===== config.mk =====
export PLATFORM = sky130hd
export DESIGN_NAME = lru_key_value_cache_core
export DESIGN_NICKNAME = d
export VERILOG_FILES = /design/src/hw/rtl/lru_kvc_pkg.sv /design/src/hw/rtl/lru_kvc_match.sv /design/src/hw/rtl/lru_kvc_table.sv /design/src/hw/rtl/lru_key_value_cache_core.sv
export VERILOG_INCLUDE_DIRS = /design/src /design/src/hw/rtl
export SDC_FILE = /design/constraint.sdc
export NUM_CORES = 2
export LEC_CHECK = 0
export ABC_AREA = 1
export ABC_CLOCK_PERIOD_IN_PS = 14100
export BUFFER_PORTS_ARGS = -buffer_cell sky130_fd_sc_hd__buf_4
export CAP_MARGIN = 20
export CORE_MARGIN = 2
export CORE_UTILIZATION = 64
export CTS_CLUSTER_DIAMETER = 200
export DETAILED_ROUTE_END_ITERATION = 12
export GPL_TIMING_DRIVEN = 1
export HOLD_SLACK_MARGIN = 0.05
export PLACE_DENSITY = 0.81
export SLEW_MARGIN = 20
export SYNTH_ARGS = -nofsm -noshare
export SYNTH_HDL_FRONTEND = slang
export SYNTH_SLANG_ARGS = --single-unit

===== constraint.sdc =====
create_clock -name clk -period 14.1 [get_ports clk]
set_input_delay 3.525 -clock clk [delete_from_list [all_inputs] [get_ports clk]]
set_output_delay 3.525 -clock clk [all_outputs]
set_load 0.01 [all_outputs]

===== src/hw/rtl/lru_key_value_cache_core_defines.svh =====
// ----------------------------------------------------------------------------
// lru key/value cache assertion macros
// concurrent checks for the cache rtl, empty when synthesizing
// ----------------------------------------------------------------------------
`ifndef LRU_KEY_VALUE_CACHE_CORE_DEFINES_SVH
`define LRU_KEY_VALUE_CACHE_CORE_DEFINES_SVH

`ifndef SYNTHESIS

// property must hold at every clock edge out of reset
`define LKC_ASSERT(lbl, clk, rst_n, prop, msg) \
    lbl: assert property (@(posedge clk) disable iff (!rst_n) (prop)) else $error(msg);

// condition must never be seen out of reset
`define LKC_ASSERT_NEVER(lbl, clk, rst_n, cond, msg) \
    lbl: assert property (@(posedge clk) disable iff (!rst_n) !(cond)) else $error(msg);

`else

`define LKC_ASSERT(lbl, clk, rst_n, prop, msg)

`define LKC_ASSERT_NEVER(lbl, clk, rst_n, cond, msg)

`endif

`endif


===== src/hw/rtl/lru_kvc_pkg.sv =====
// ----------------------------------------------------------------------------
// lru key/value cache package
// word types and fixed constants shared by the cache rtl
// ----------------------------------------------------------------------------
package lru_kvc_pkg;

    localparam int KEY_W   = 32;
    localparam int VALUE_W = 32;
    localparam int CAP_W   = 5;

    // capacity after reset
    localparam logic [CAP_W-1:0] CAP_RESET = 5'd16;

    // request kinds
    localparam logic ACT_GET = 1'b0;
    localparam logic ACT_PUT = 1'b1;

    typedef struct packed {
        logic                      action;
        logic signed [KEY_W-1:0]   lookup_key;
        logic signed [VALUE_W-1:0] write_value;
    } req_word_t;

    typedef struct packed {
        logic                      hit;
        logic signed [VALUE_W-1:0] read_value;
    } rsp_word_t;

endpackage


===== src/hw/rtl/lru_kvc_match.sv =====
// ----------------------------------------------------------------------------
// lru key/value cache key match
// parallel key compare over all entries, first match wins
// ----------------------------------------------------------------------------
module lru_kvc_match #(
    parameter int DEPTH = 16
) (
    input  logic [DEPTH-1:0]                   valid,
    input  logic [lru_kvc_pkg::KEY_W-1:0]      keys   [DEPTH],
    input  logic [lru_kvc_pkg::VALUE_W-1:0]    values [DEPTH],
    input  logic [lru_kvc_pkg::KEY_W-1:0]      key,
    output logic                               hit,
    output logic [DEPTH-1:0]                   sel,
    output logic [lru_kvc_pkg::VALUE_W-1:0]    value
);
    import lru_kvc_pkg::*;

    always_comb
    begin
        hit   = 1'b0;
        sel   = '0;
        value = '1;
        for (int i = 0; i < DEPTH; i++)
        begin
            if (!hit && valid[i] && (keys[i] == key))
            begin
                hit    = 1'b1;
                sel[i] = 1'b1;
                value  = values[i];
            end
        end
    end

endmodule


===== src/hw/rtl/lru_kvc_table.sv =====
// ----------------------------------------------------------------------------
// lru key/value cache table
// entry storage, recency ranks and the one-pass get/put update
// ----------------------------------------------------------------------------
`include "lru_key_value_cache_core_defines.svh"

module lru_kvc_table #(
    parameter int DEPTH = 16
) (
    input  logic                          clk,
    input  logic                          rst_n,
    input  logic                          op_valid,
    input  lru_kvc_pkg::req_word_t        op,
    input  logic [lru_kvc_pkg::CAP_W-1:0] capacity,
    output lru_kvc_pkg::rsp_word_t        result
);
    import lru_kvc_pkg::*;

    localparam int RANK_W = $clog2(DEPTH);
    localparam int CNT_W  = $clog2(DEPTH + 1);
    localparam int CMP_W  = (CNT_W > CAP_W) ? CNT_W : CAP_W;
    localparam logic [CNT_W-1:0]  CNT_FULL  = CNT_W'(DEPTH);
    localparam logic [RANK_W-1:0] RANK_LAST = RANK_W'(DEPTH - 1);

    logic [DEPTH-1:0]   valid_reg, valid_next;
    logic [RANK_W-1:0]  rank_reg  [DEPTH];
    logic [RANK_W-1:0]  rank_next [DEPTH];
    logic [CNT_W-1:0]   count_reg, count_next;
    logic [KEY_W-1:0]   key_reg   [DEPTH];
    logic [VALUE_W-1:0] value_reg [DEPTH];

    logic               match_hit;
    logic [DEPTH-1:0]   match_sel;
    logic [VALUE_W-1:0] match_value;

    logic [DEPTH-1:0]   key_we, value_we;

    // intermediate views of the miss path: after full eviction, insert, trim
    logic [DEPTH-1:0]   valid_a, valid_b, ins_sel;
    logic [RANK_W-1:0]  rank_a [DEPTH];
    logic [RANK_W-1:0]  rank_b [DEPTH];
    logic [CNT_W-1:0]   count_a, count_b;
    logic [RANK_W-1:0]  hit_rank;
    logic               full, over, free_found;

    lru_kvc_match #(
        .DEPTH (DEPTH)
    ) u_match (
        .valid  (valid_reg),
        .keys   (key_reg),
        .values (value_reg),
        .key    (op.lookup_key),
        .hit    (match_hit),
        .sel    (match_sel),
        .value  (match_value)
    );

    assign result.hit        = match_hit;
    assign result.read_value = (match_hit && (op.action == ACT_GET)) ? match_value : '1;

    always_comb
    begin
        hit_rank = '0;
        for (int i = 0; i < DEPTH; i++)
        begin
            if (match_sel[i])
            begin
                hit_rank = hit_rank | rank_reg[i];
            end
        end
    end

    // miss path: free a slot when full, insert as most recent, trim to capacity
    always_comb
    begin
        full    = (count_reg == CNT_FULL);
        valid_a = valid_reg;
        count_a = count_reg - CNT_W'(full);
        for (int i = 0; i < DEPTH; i++)
        begin
            rank_a[i] = rank_reg[i];
            if (full && valid_reg[i] && (rank_reg[i] == RANK_LAST))
            begin
                valid_a[i] = 1'b0;
                rank_a[i]  = '0;
            end
        end

        free_found = 1'b0;
        ins_sel    = '0;
        for (int i = 0; i < DEPTH; i++)
        begin
            if (!free_found && !valid_a[i])
            begin
                free_found = 1'b1;
                ins_sel[i] = 1'b1;
            end
        end

        valid_b = valid_a | ins_sel;
        count_b = count_a + CNT_W'(free_found);
        for (int i = 0; i < DEPTH; i++)
        begin
            rank_b[i] = valid_a[i] ? (rank_a[i] + 1'b1) : rank_a[i];
            if (ins_sel[i])
            begin
                rank_b[i] = '0;
            end
        end

        over = (CMP_W'(count_b) > CMP_W'(capacity));
    end

    always_comb
    begin
        valid_next = valid_reg;
        count_next = count_reg;
        key_we     = '0;
        value_we   = '0;
        for (int i = 0; i < DEPTH; i++)
        begin
            rank_next[i] = rank_reg[i];
        end

        if (op_valid && match_hit)
        begin
            // move the hit entry to the front, younger entries age by one
            for (int i = 0; i < DEPTH; i++)
            begin
                if (valid_reg[i] && (rank_reg[i] < hit_rank))
                begin
                    rank_next[i] = rank_reg[i] + 1'b1;
                end
                if (match_sel[i])
                begin
                    rank_next[i] = '0;
                end
            end
            if (op.action == ACT_PUT)
            begin
                value_we = match_sel;
            end
        end
        else if (op_valid && (op.action == ACT_PUT) && free_found)
        begin
            key_we     = ins_sel;
            value_we   = ins_sel;
            valid_next = valid_b;
            count_next = count_b - CNT_W'(over);
            for (int i = 0; i < DEPTH; i++)
            begin
                rank_next[i] = rank_b[i];
                if (over && valid_b[i] && (rank_b[i] == RANK_W'(count_b - 1'b1)))
                begin
                    valid_next[i] = 1'b0;
                    rank_next[i]  = '0;
                end
            end
        end
    end

    always_ff @(posedge clk or negedge rst_n)
    begin
        if (!rst_n)
        begin
            valid_reg <= '0;
            count_reg <= '0;
            for (int i = 0; i < DEPTH; i++)
            begin
                rank_reg[i] <= '0;
            end
        end
        else
        begin
            valid_reg <= valid_next;
            count_reg <= count_next;
            for (int i = 0; i < DEPTH; i++)
            begin
                rank_reg[i] <= rank_next[i];
            end
        end
    end

    always_ff @(posedge clk)
    begin
        for (int i = 0; i < DEPTH; i++)
        begin
            if (key_we[i])
            begin
                key_reg[i] <= op.lookup_key;
            end
            if (value_we[i])
            begin
                value_reg[i] <= op.write_value;
            end
        end
    end

    `LKC_ASSERT(a_count_valid, clk, rst_n, $countones(valid_reg) == int'(count_reg), "bad count")
    `LKC_ASSERT_NEVER(a_count_in_range, clk, rst_n, count_reg > CNT_FULL, "count above depth")
    `LKC_ASSERT(a_hit_count, clk, rst_n, op_valid && match_hit |=> $stable(count_reg), "hit count")

endmodule


===== src/hw/rtl/lru_key_value_cache_core.sv =====
// ----------------------------------------------------------------------------
// lru key/value cache core
// fully associative key/value store with least recently used replacement
// ----------------------------------------------------------------------------
//
//  channel   handshake                 word
//  -------   -----------------------   ----------------------------------------
//  request   start, busy               request (action, lookup_key, write_value)
//  result    result_valid strobe       result (hit, read_value)
//  config    cfg_valid, cfg_ready      cfg_data (capacity)
//
//  one request per clock, busy never rises
//  result strobe follows start through the request register, then the
//  match/update logic into the result register
//  the receiver cannot stall, every result is shown for exactly one cycle
//  reset clears all entries and sets capacity to 16, no clearing pass
//
`include "lru_key_value_cache_core_defines.svh"

module lru_key_value_cache_core #(
    parameter int DEPTH = 16
) (
    input  logic                          clk,
    input  logic                          rst_n,
    input  logic                          start,
    output logic                          busy,
    input  lru_kvc_pkg::req_word_t        request,
    output logic                          result_valid,
    output lru_kvc_pkg::rsp_word_t        result,
    input  logic                          cfg_valid,
    output logic                          cfg_ready,
    input  logic [lru_kvc_pkg::CAP_W-1:0] cfg_data
);
    import lru_kvc_pkg::*;

    logic             req_valid_reg;
    req_word_t        req_reg;
    logic             result_valid_reg;
    rsp_word_t        result_reg;
    logic [CAP_W-1:0] capacity_reg;
    rsp_word_t        table_result;
    logic             put_in_flight;

    // every request finishes in a single pass, so the core is always open
    assign busy      = 1'b0;
    assign cfg_ready = 1'b1;

    // capacity register
    always_ff @(posedge clk or negedge rst_n)
    begin
        if (!rst_n)
        begin
            capacity_reg <= CAP_RESET;
        end
        else if (cfg_valid && cfg_ready)
        begin
            capacity_reg <= cfg_data;
        end
    end

    // request register
    always_ff @(posedge clk or negedge rst_n)
    begin
        if (!rst_n)
        begin
            req_valid_reg <= 1'b0;
        end
        else
        begin
            req_valid_reg <= start && !busy;
        end
    end

    always_ff @(posedge clk)
    begin
        if (start && !busy)
        begin
            req_reg <= request;
        end
    end

    // lookup and table update happen in the cycle after capture
    lru_kvc_table #(
        .DEPTH (DEPTH)
    ) u_table (
        .clk      (clk),
        .rst_n    (rst_n),
        .op_valid (req_valid_reg),
        .op       (req_reg),
        .capacity (capacity_reg),
        .result   (table_result)
    );

    // result register, shown for one cycle
    always_ff @(posedge clk or negedge rst_n)
    begin
        if (!rst_n)
        begin
            result_valid_reg <= 1'b0;
        end
        else
        begin
            result_valid_reg <= req_valid_reg;
        end
    end

    always_ff @(posedge clk)
    begin
        if (req_valid_reg)
        begin
            result_reg <= table_result;
        end
    end

    assign result_valid = result_valid_reg;
    assign result       = result_reg;

    // a put word in the update stage
    assign put_in_flight = req_valid_reg && (req_reg.action == ACT_PUT);

    `LKC_ASSERT(a_result_follows, clk, rst_n, req_valid_reg |=> result_valid_reg, "lost result")
    `LKC_ASSERT(a_no_spurious, clk, rst_n, !req_valid_reg |=> !result_valid_reg, "extra result")
    `LKC_ASSERT(a_put_ones, clk, rst_n, put_in_flight |=> &result_reg.read_value, "put data")

endmodule

Yosys cells after proc, flatten, opt, wreduce, memory -nomap -nowiden
Index checks and enable logic that the tools add are counted.
- word-level logic and storage cells: 613
- flip-flop bits (word level): 1214
- $lt $le $gt $ge: 17
- reductions and logical operators: 192
- multiplexer cells: 227
- $add $sub $neg: 36
- bitwise gates (word level): 18
- eq/ne operators: 65
- operators by type and width (kind ; count):
    equality test 32 bit ; 16
    two-way mux 32 bit ; 16
    two-way mux 4 bit ; 111
    logical AND 1 bit ; 130
    adder 4 x 1 -> 4 bit (second input constant) ; 32
    two-way mux 64 bit ; 2
    two-way mux 1 bit ; 94
    equality test 4 bit ; 16
    equality test 4 bit (second input constant) ; 16
    < comparator 4 bit ; 16
    two-way mux 16 bit ; 4
    OR 4 bit ; 15
    inequality test 3 x 2 -> 1 bit (second input constant) ; 16
    zero test 1 bit ; 44
    AND reduction 2 bit ; 17
    OR 16 bit ; 1
    subtractor 5 x 1 -> 5 bit ; 2
    adder 5 x 1 -> 5 bit ; 1
    equality test 5 bit (second input constant) ; 1
    > comparator 5 bit ; 1
    subtractor 4 x 1 -> 4 bit (second input constant) ; 1
    NOT 1 bit ; 2
    nonzero test 2 bit ; 1

Logic depth before layout (Yosys ltp)
- depth after elaboration: 69
- mapped depth: 40

Modules after synthesis
From an unflattened synthesis, not the netlist that was laid out.
- cells, all modules: 5661
- area total of the unflattened synthesis: 57430.1 µm²
- modules (own cells, without submodules) (module ; times used ; cells each ; area each (µm²)):
    lru_kvc_table ; 1 ; 2566 ; 40606.4
    lru_kvc_match ; 1 ; 2970 ; 13621.8
    lru_key_value_cache_core ; 1 ; 125 ; 3201.8

Least setup slack after synthesis
OpenSTA, ideal clock, no wires.
- path type: register -> register
- start: register u_table.count_reg[3]
- end: register u_table.count_reg[4]
- arrival: 5.148 ns
- cell stages (with the launch flop): 37
- path slack: 8.832 ns
- library setup time: 0.120 ns
- buffers on the path: 1
- required time: 13.980 ns
- cells stage by stage: dfrtp_1 > inv_1 > ha_1 > nand4_4 > inv_2 > nand2_1 > nand2_2 > inv_2 > nand2_2 > nor2_4 > nand2_2 > nor2_4 > nand2_4 > nor2_4 > nand3_2 > nor2_2 > nand4_2 > nor2_4 > nand3_1 > ha_1 > fa_1 > nand2_1 > a21oi_1 > nor2_1 > xor2_1 > ha_1 > nand2_1 > or2_2 > a32oi_1 > clkbuf_1 > ha_1 > ha_1 > nand3_1 > xor2_1 > nand2_1 > o21ai_0 > inv_1
- cells in the longest elaborated chain, start to end: 52
- elaborated cells on any way between the ends: 115
- classes of those cells: 3 x add/sub; 1 x order compare; 1 x eq/ne; 32 x mux; 78 x reduce/logical
- ends and longest elaborated chain (what ; RTL line ; text):
    start, declared ; lru_kvc_table.sv:28 ; logic [CNT_W-1:0] count_reg, count_next;
    start signal, assigned ; lru_kvc_table.sv:176 ; count_reg <= count_next;
    equality test 5 bit ; lru_kvc_table.sv:76 ; full = (count_reg == CNT_FULL);
    logical AND 1 bit (2 in series) ; lru_kvc_table.sv:82 ; if (full && valid_reg[i] && (rank_reg[i] == RANK_LAST))
    two-way mux 1 bit ; lru_kvc_table.sv:82 ;
    zero test 1 bit ; lru_kvc_table.sv:93 ; if (!free_found && !valid_a[i])
    logical AND 1 bit ; lru_kvc_table.sv:93 ;
    two-way mux 1 bit ; lru_kvc_table.sv:93 ;
    zero test 1 bit ; lru_kvc_table.sv:93 ;
    logical AND 1 bit ; lru_kvc_table.sv:93 ;
    [... 35 more ...] ; -- ;
    logical AND 1 bit ; lru_kvc_table.sv:93 ;
    two-way mux 1 bit ; lru_kvc_table.sv:93 ;
    zero test 1 bit ; lru_kvc_table.sv:93 ;
    logical AND 1 bit ; lru_kvc_table.sv:93 ;
    two-way mux 1 bit ; lru_kvc_table.sv:93 ;
    adder 5 x 1 -> 5 bit ; lru_kvc_table.sv:101 ; count_b = count_a + CNT_W'(free_found);
    > comparator 5 bit ; lru_kvc_table.sv:111 ; over = (CMP_W'(count_b) > CMP_W'(capacity));
    subtractor 5 x 1 -> 5 bit ; lru_kvc_table.sv:149 ; count_next = count_b - CNT_W'(over);
Parallel ways exist; a longest one is shown, timed or not.
A chain may end at the register's enable or synchronous reset.

Final worst setup path
- start: register u_table.count_reg[2]
- end: register u_table.rank_reg[39] in the netlist's numbering
- cells in the longest elaborated chain, start to end: 56
- elaborated cells on any way between the ends: 128
- classes of those cells: 4 x add/sub; 1 x order compare; 2 x eq/ne; 39 x mux; 1 x bitwise; 81 x reduce/logical
- ends and longest elaborated chain (what ; RTL line ; text):
    equality test 5 bit ; lru_kvc_table.sv:76 ;
    logical AND 1 bit (2 in series) ; lru_kvc_table.sv:82 ;
    two-way mux 1 bit ; lru_kvc_table.sv:82 ;
    zero test 1 bit ; lru_kvc_table.sv:93 ;
    logical AND 1 bit ; lru_kvc_table.sv:93 ;
    two-way mux 1 bit ; lru_kvc_table.sv:93 ;
    zero test 1 bit ; lru_kvc_table.sv:93 ;
    logical AND 1 bit ; lru_kvc_table.sv:93 ;
    [... 39 more ...] ; -- ;
    two-way mux 1 bit ; lru_kvc_table.sv:93 ;
    adder 5 x 1 -> 5 bit ; lru_kvc_table.sv:101 ;
    subtractor 4 x 1 -> 4 bit / > comparator 5 bit (equally long branches) ; lru_kvc_table.sv:153, lru_kvc_table.sv:111 ;
    equality test 4 bit / logical AND 1 bit (equally long branches) ; lru_kvc_table.sv:153 ; if (over && valid_b[i] && (rank_b[i] == RANK_W'(count_b - 1'b1)))
    logical AND 1 bit ; lru_kvc_table.sv:153 ;
    two-way mux 4 bit ; lru_kvc_table.sv:153 ;
    two-way mux 64 bit ; lru_kvc_table.sv:144 ; else if (op_valid && (op.action == ACT_PUT) && free_found)
    two-way mux 64 bit ; lru_kvc_table.sv:125 ; if (op_valid && match_hit)
    end signal, assigned by index ; lru_kvc_table.sv:179 ; rank_reg[i] <= rank_next[i];
    end, declared ; lru_kvc_table.sv:26 ; logic [RANK_W-1:0] rank_reg [DEPTH];
Parallel ways exist; a longest one is shown, timed or not. The select of a mux whose other input is x is not followed.

==> results.yml <==
outcome:
  status: "complete, no violations"
placed_design:
  gp_congestion: 0.987
  dp.final_hpwl_um: 102000
  placement.io_buffers: 107
  numPlacedInstances: 6414
  place_area_um2: 58900
clocking:
  post_cts_resize_count: 0
  tritoncts.num_buffers: 118
  cts_root_buf: "clkbuf_16"
  clock_sinks: 1214
  htree_levels: 3
  cts.clk_slew.worst_paths_ns: 0.07
  clkLatencyLatePin_ns: 0.76
  number_of_post_cts_setup_repair_buffers: 0
  cts_tree: "built"
  cts_hold_buf: 0
  clk_path_buf_depth: 3
finish:
  post_route_cells_drive_above_1_share: 0.110
  layout_commonest_cell: "nand2_1"
  stdcell_count: 6634
  layout.nets: 5522
  flow.area_growth_from_synthesis_pct: 10.7
  nFillCells: 5817
  layout_common_cells: "nand2_1 (1230), edfxtp_1 (1122), inv_1 (554)"
  stdcell_area_um2: 62600
  final_core_utilization: 0.712
critical_path:
  crit_family: "simple AND/OR/NAND/NOR gates"
  worst_setup_path_end_kind: "flop"
  worst_path_largest_cell_delay_ns: 0.78
  highest_fanout_seen_on_the_critical_path: 23
  critical_path.n_buffers_inverters: 7
  crit_top_cell: "inv_1"
  crit_type: "reg2reg"
  timing.reg2reg.setup_slack_ns: 6.64
  setup.worst_path.start_class: "flop"
  critical_path.slowest_cell: "xor2_1"
  worstPathRequired_ns: 14.69
  cp.arrival_ns: 8.04
detailed_routing:
  routed_wire_length_per_instance_um: 25.5
  drt_first_pass_iters: 9
  viasPerCell: 6.45
  postRouteAntennaNets: 0
  num_vias: 42800
  drc: 0
  route.final.wire_length_um: 169000
  detailedRoute.firstIterationViolations: 6789
timing:
  setup_violations: 0
  setup_tns_ns: 0
  tightestPinTransition_ns: 1.10
  drv_slew: 0
  timing.final.crit_share: 0.529
  max-slew-margin-rel: 0.264
  skew_ns: 0.0996
  grt_setup_unrepaired: "false"
  period_minus_slack_ns: 7.46
  final-hold-violation-count: 0
  timing.fmax_ghz: 0.134
global_routing:
  grt_max_degree: 67
  antenna_found_initial: 1
  grt.busiest_layer: "met2"
  first_global_vias: 41500
  met1_usage: 0.507
  grt_overflow: 0
  grtUsageMet3: 0.0826
  globalRouteMet2Util: 0.560
  grt_usage: 0.373
  wire_length_of_the_first_global_routing_pass_um: 249000
floorplan:
  die-height_um: 301
  rows: 109
  ioPinCount: 110
  die_w_um: 301
  die_outline_area_um2: 90800
  initial_cell_density_of_the_core: 0.643
  core_um2: 88000
synth:
  ys_ff_latch: 1214
  postSynth.topFlopCell: "edfxtp_1"
  synth-edff-count: 1122
  synth.cell_area_um2: 56600
  seq_area_frac_synth: 0.636
  synth.avg_cell_area_um2: 10.8
  yosysUniqueCellTypes: 76
  async_sr_flop_fraction: 0.0758
  synth_warnings: 0
  post_synth_inst_count: 5248
  syn_nets: 5401
flow_run:
  cap_viol_max_count: 0
power:
  pwr_density_cell_nw_per_um2: 152
  seq_power_share: 0.457
  clock_power_share: 0.325
  worst_ir_drop_vdd_mv: 0.154
  fin_total_pwr_mw: 9.51
  fraction_of_power_spent_switching_nets: 0.318
  power.net_switching_mw: 3.03
  internal_power_mw: 6.49
  comb_power_share: 0.218
  power.leakage_nw: 24.2
worst_hold_path:
  min_path_type: "reg2reg"
Yosys cell counts, types with 7 or more instances:
| cell | n | area share |
|---|---|---|
| nor2_4 | 10 | 0.0020 |
| a22o_1 | 16 | 0.0025 |
| a221oi_1 | 11 | 0.0017 |
| or2_2 | 77 | 0.0085 |
| inv_1 | 554 | 0.037 |
| dfrtp_1 | 91 | 0.040 |
| o21ai_1 | 8 | 0.00071 |
| nand2_4 | 21 | 0.0042 |
| nand2_2 | 21 | 0.0023 |
| edfxtp_1 | 1122 | 0.60 |
| buf_1 | 9 | 0.00060 |
| xor2_1 | 98 | 0.015 |
| nor3_1 | 52 | 0.0046 |
| nand3_1 | 244 | 0.022 |
| o32ai_1 | 10 | 0.0015 |
| mux2i_1 | 9 | 0.0016 |
| o22ai_1 | 121 | 0.013 |
| nor4_1 | 40 | 0.0044 |
| o31ai_1 | 20 | 0.0027 |
| o221ai_1 | 46 | 0.0071 |
| nand3b_1 | 16 | 0.0021 |
| xnor2_1 | 90 | 0.014 |
| o211ai_1 | 43 | 0.0057 |
| o2111ai_1 | 34 | 0.0053 |
| nand4_1 | 68 | 0.0075 |
| a21oi_1 | 137 | 0.012 |
| nor2_1 | 342 | 0.023 |
| nand2_1 | 1233 | 0.082 |
| clkbuf_1 | 89 | 0.0059 |
| inv_2 | 35 | 0.0023 |
| or2_1 | 14 | 0.0015 |
| o21ai_0 | 258 | 0.023 |
| buf_4 | 35 | 0.0046 |
| ha_1 | 78 | 0.017 |
| nand3_2 | 7 | 0.0012 |
| a211oi_1 | 37 | 0.0049 |
| buf_2 | 53 | 0.0047 |
| buf_6 | 15 | 0.0030 |
final timing paths:
path / startpoint / endpoint / depth (start not counted)
worst max register to register: u_table.count_reg[2] / u_table.rank_reg[39] / 35
min in group asynchronous: rst_n / u_table.valid_reg[4] / 1
worst min-delay path: u_table.count_reg[0] / u_table.count_reg[0] / 2
worst max-delay path: u_table.count_reg[2] / u_table.rank_reg[39] / 35
max in group asynchronous: rst_n / u_table.rank_reg[29] / 2
worst min register to register: u_table.count_reg[0] / u_table.count_reg[0] / 2
per-layer routing:
layer  up-vias  share of wire
met3       696           0.14
met5         -       0.000077
li1      18500              -
met2      3457           0.44
met1     20200           0.36
met4         2          0.061
power groups by stage:
| stage | sequential (mW) | combinational [mW] | clock (mW) |
|---|---|---|---|
| finish | 4.35 | 2.08 | 3.09 |
| global route | 4.36 | 2.26 | 3.22 |
| floorplan | 4.34 | 1.37 | 0 |
| detailed placement | 4.41 | 2.00 | 0 |
| global placement | 4.40 | 1.97 | 0 |
| CTS | 4.33 | 2.02 | 3.09 |
layout make-up:
| class | count | area, um^2 | share of cell area |
|---|---|---|---|
| antenna | 2 | 5.00 | 0.0000799 |
| clock buffer | 148 | 3100 | 0.0494 |
| clock inverter | 70 | 649 | 0.0104 |
| inverter | 596 | 2240 | 0.0358 |
| multi-input combinational | 3236 | 17700 | 0.282 |
| sequential | 1214 | 36000 | 0.575 |
| tap | 1165 | 1460 | 0.0233 |
| timing repair buffer | 203 | 1520 | 0.0243 |
stage by stage:
stage                     setup WS [ns]  hold slack [ns]
after global routing               6.17            0.543
after detailed placement           6.86            0.494
after floorplan                    8.83            0.465
final                              6.64            0.505
after CTS                          6.82            0.509
after global placement             6.91            0.490
cells by family after synthesis:
kind of cell,after synthesis,synth area share
buffers and inverters,798,0.0585
flip-flops,1214,0.636
AO/OA/AOI/OAI,778,0.0860
AND/OR/NAND/NOR,2179,0.171
other,2,0.000133
adder cells (fa/ha/maj),79,0.0176
multiplexers,10,0.00179
XOR/XNOR,188,0.0291
tightest hold or removal path: cells and delay by family (launching register included):
family | cells | cell delay (ns)
flops | 1 | 0.36
simple gates | 1 | 0.05
compound gates | 1 | 0.06
No activity file was read; power rests on OpenSTA's default activity.
